File: src/ttc_pkg.sv
`timescale 1ns / 1ps
package ttc_pkg;

    localparam int TEXEL_W      = 8;
    localparam int PAIR_W       = 16;
    localparam int WORD_ADDR_W  = 19;
    localparam int LOG_W        = 4;
    localparam int APB_ADDR_W   = 3;
    localparam int APB_DATA_W   = 32;

    // Register index, taken from paddr[2]
    localparam logic REG_WIDTH_LOG2  = 1'b0;
    localparam logic REG_HEIGHT_LOG2 = 1'b1;

    localparam logic [LOG_W-1:0] WIDTH_LOG2_RST  = 4'd6;
    localparam logic [LOG_W-1:0] HEIGHT_LOG2_RST = 4'd6;

    typedef struct packed {
        logic [TEXEL_W-1:0] texel;
        logic               frame_start;
    } t_in_item;

    typedef struct packed {
        logic [WORD_ADDR_W-1:0] word_address;
        logic [PAIR_W-1:0]      texel_pair;
        logic                   frame_done;
    } t_out_item;

endpackage

File: src/ttc_addr_gen.sv
`timescale 1ns / 1ps
module ttc_addr_gen #(
    parameter int CNT_W = 10
) (
    input  logic [CNT_W-1:0]               i_x,
    input  logic [CNT_W-1:0]               i_ye,
    input  logic [ttc_pkg::LOG_W-1:0]      i_lmin,
    output logic [ttc_pkg::WORD_ADDR_W-1:0] o_addr
);
    import ttc_pkg::*;

    logic [CNT_W-1:0]   mask;
    logic [CNT_W-1:0]   xm;
    logic [CNT_W-1:0]   yh;
    logic [2*CNT_W-1:0] inner;
    logic [CNT_W:0]     blk;
    logic [LOG_W:0]     shamt;

    assign mask  = ~({CNT_W{1'b1}} << i_lmin);
    assign xm    = i_x & mask;
    assign yh    = (i_ye & mask) >> 1;
    assign blk   = {1'b0, i_x >> i_lmin} + {1'b0, i_ye >> i_lmin};
    assign shamt = {i_lmin, 1'b0} - (LOG_W + 1)'(1);

    // interleave: column bits even, half-row bits odd
    always_comb begin
        for (int i = 0; i < CNT_W; i++) begin
            inner[2*i]   = xm[i];
            inner[2*i+1] = yh[i];
        end
    end

    assign o_addr = WORD_ADDR_W'(inner) + (WORD_ADDR_W'(blk) << shamt);

endmodule

File: config.mk
export PLATFORM = sky130hd
export DESIGN_NAME = ttc_addr_gen
export DESIGN_NICKNAME = d
export VERILOG_FILES = /design/src/ttc_pkg.sv /design/src/ttc_addr_gen.sv
export SDC_FILE = /design/constraint.sdc
export NUM_CORES = 1
export LEC_CHECK = 0
export BUFFER_PORTS_ARGS = -buffer_cell sky130_fd_sc_hd__clkbuf_2
export CAP_MARGIN = 20
export CORE_MARGIN = 4
export CORE_UTILIZATION = 46
export DETAILED_ROUTE_END_ITERATION = 10
export PLACE_DENSITY = 0.78
export RECOVER_POWER = 100
export SYNTH_ARGS = -nofsm -noshare
export SYNTH_HDL_FRONTEND = slang
export SYNTH_SLANG_ARGS = --single-unit
File: constraint.sdc
create_clock -name vclk -period 5.57
set_clock_uncertainty 0.2 [all_clocks]
set_input_delay 0.2785 -clock vclk [all_inputs]
set_output_delay 0.2785 -clock vclk [all_outputs]
set_load 0.02 [all_outputs]
==> metrics.md <==
| Metric | Value |
|---|---|
| Status | `finished with violations` |
| Failing checks | `negative setup slack` |
| Max incr delay on CP | `about 430 ps` |
| Area added between synthesis and finish | `43.08%` |
| GRT Total Usage | `0.2577` |
| Fin worst setup slack | `-184.9 ps` |
| Unique cell type count in the Yosys netlist | `53` |
| Met3 wire len | `686 um` |
| Vias in the first global route | `3346` |
| DRC | `0` |
| Pleak | `1.816 nW` |
| Initial antenna violation count | `0` |
| Die W | `82.97 um` |
| P_int | `0.2012 mW` |
| Setup violators final | `3` |
| Die Y | `82.97 um` |
| Row Count | `27` |
| Most frequent cells in the layout | `76 x buf_4, 41 x nor2_1, 33 x clkbuf_2, 28 x nand2_1, 27 x ha_1` |
| Post-Synthesis Cells | `382` |
| Average cell area after synthesis | `between 6 and 7 um^2` |
| Pwr Density | `~120 nW/um^2` |
| Detail Placement HPWL | `7.398 mm` |
| Final nets | `545` |
| Psw | `0.2439 mW` |
| Initial DRC count | `388` |
| Final core utilization | `0.6758` |
| Crit-path slowest cell | `or4_4` |
| Antenna diodes | `0` |
| Routed WL | `9.401 mm` |
| Pin slew with the least headroom to its limit | `529.0 ps` |
| Tcrit/Tclk final | `1.033` |
| Top sig layer | `met4` |
| Crit path DAT | `5280 ps` |
| Hold WC Path Type | `in -> out` |
| TritonRoute pass-1 iters | `5` |
| Post-synthesis sequential area ratio | `0` |
| Clkbuf count | `0` |
| Area of the multi-input gates | `2659 um^2` |
| Mapped cell area | `2585 um^2` |
| Final min period | `around 5800 ps` |
| Sw frac | `0.5480` |
| Max cap viols | `0` |
| Final Hold Slack | `approximately 750 ps` |
| Cell family with most CP delay | `compound AO/OA/AOI/OAI gates` |
| I/O pin total | `43` |
| Global route overflow | `0` |
| Hold Fails Final Rpt | `0` |
| Average routed wire per standard cell | `16.85 um` |
| Max Slew Vio Count | `0` |
| Post-route ant nets | `0` |
| Logic gate share of total power | `1.000` |
| Achievable frequency | `0.1738 GHz` |
| Most common cell after layout, fill and taps aside | `buf_4` |
| Setup TNS | `-361.9 ps` |
| Crit Path Class | `in -> out` |
| Vias/cell | `between 6 and 7` |
| Die area | `6883 um^2` |
| Crit path capture type | `output port` |
| Maximum VDD drop | `65.67 uV` |
| Share of layout cells above drive strength 1 | `0.3642` |
| First-pass GRT wire length | `~15 mm` |
| Critical path startpoint category | `input port` |
| Critical path data required time | `about 5100 ps` |
| Slew HR | `0.6448` |
| Vias | `3415` |
| Metal-1 WL | `4.107 mm` |
| Starting Density | `0.4723` |
| Gpl congestion | `0.9716` |
| Clock network fraction of design power | `0` |
| Largest net degree at the start of global routing | `23` |
| RSZ-0062 raised after global routing | `true` |
| CP bufs+invs | `4` |
| IO Port Bufs | `43` |
| Crit Path Max Fanout | `5` |
| Met2 WL | `4.323 mm` |
| Hold_buf cts | `0` |
| Seq Cell Count | `0` |
| Ys Warns | `0` |
| Seq pwr share | `0` |
| FF+latch area | `0 um^2` |
| Placeable Area | `5473 um^2` |
| # fillers | `432` |
| Post-synth net total | `439` |
## path summary, 6_finish.rpt
path,start,endpoint,depth (start not counted)
min,i_x[0],o_addr[0],3
max,i_lmin[1],o_addr[18],26
## per-stage QoR
stage / power, mW / worst slack [ps] / instance area (um^2) / std cells
finish: 0.4451 / -184.9 / 3699 / 558
global route: 0.4816 / -357.7 / 3699 / 558
CTS: 0.4155 / -175.4 / 3550 / 552
detailed placement: 0.3905 / -382.1 / 3344 / 545
global placement: 0.3839 / -268.4 / 3344 / 545
floorplan: 0.2466 / 26.21 / 2597 / 382
## final cells by class
class | instances | share of cell area
multi-input combinational | 345 | 0.7189
timing repair buffer | 124 | 0.2395
tap | 72 | 0.02436
inverter | 17 | 0.01725
## logic make-up after synthesis
group,Yosys count,synth area share
buf+inv,37,0.05421
mux,31,0.1234
compound gates,122,0.3287
simple gates,139,0.2604
fa+ha+maj,33,0.1655
xor+xnor,20,0.06776
## layer usage
metal  track usage  up-vias
li1              -     1630
met1        0.3404     1561
met2        0.4497      188
met3       0.02282       36
met4       0.06092        0
met5             0        -
## cell usage after synthesis, drive strengths merged (4+ instances only)
library cell	count	share of area
xnor2	13	0.044
a21oi	28	0.054
buf	5	0.0077
nand2b	5	0.012
a21o	4	0.012
nor3	7	0.014
o21ai	20	0.039
clkbuf	15	0.022
nand2	29	0.042
nor2b	9	0.022
xor2	7	0.024
o32ai	4	0.014
nand3	8	0.015
o211ai	6	0.017
and2	13	0.031
nor2	46	0.068
and3	8	0.019
a31oi	7	0.017
ha	31	0.15
mux2i	24	0.093
inv	17	0.025
mux2	7	0.030
o2111ai	4	0.016
or2	4	0.0097
o21a	15	0.044
a211oi	10	0.031
## power by group through the flow
stage	registers (mW)	clock network (mW)	logic, mW
CTS	0	0	0.415
finish	0	0	0.445
detailed placement	0	0	0.390
global placement	0	0	0.384
global route	0	0	0.482
floorplan	0	0	0.247
## tightest hold or removal path, cell delays in order
cell      delay, ps
clkbuf_2        100
a21boi_0        130
clkbuf_1        170
## repair_timing
item,4_1_cts,5_1_grt
pin swaps,24,20
resized for setup,39,29
cloned,1,0
endpoints found under the setup margin,3,9
hold endpoints to repair,0,0
setup buffers,6,6
(Power assumes the default switching activity.)
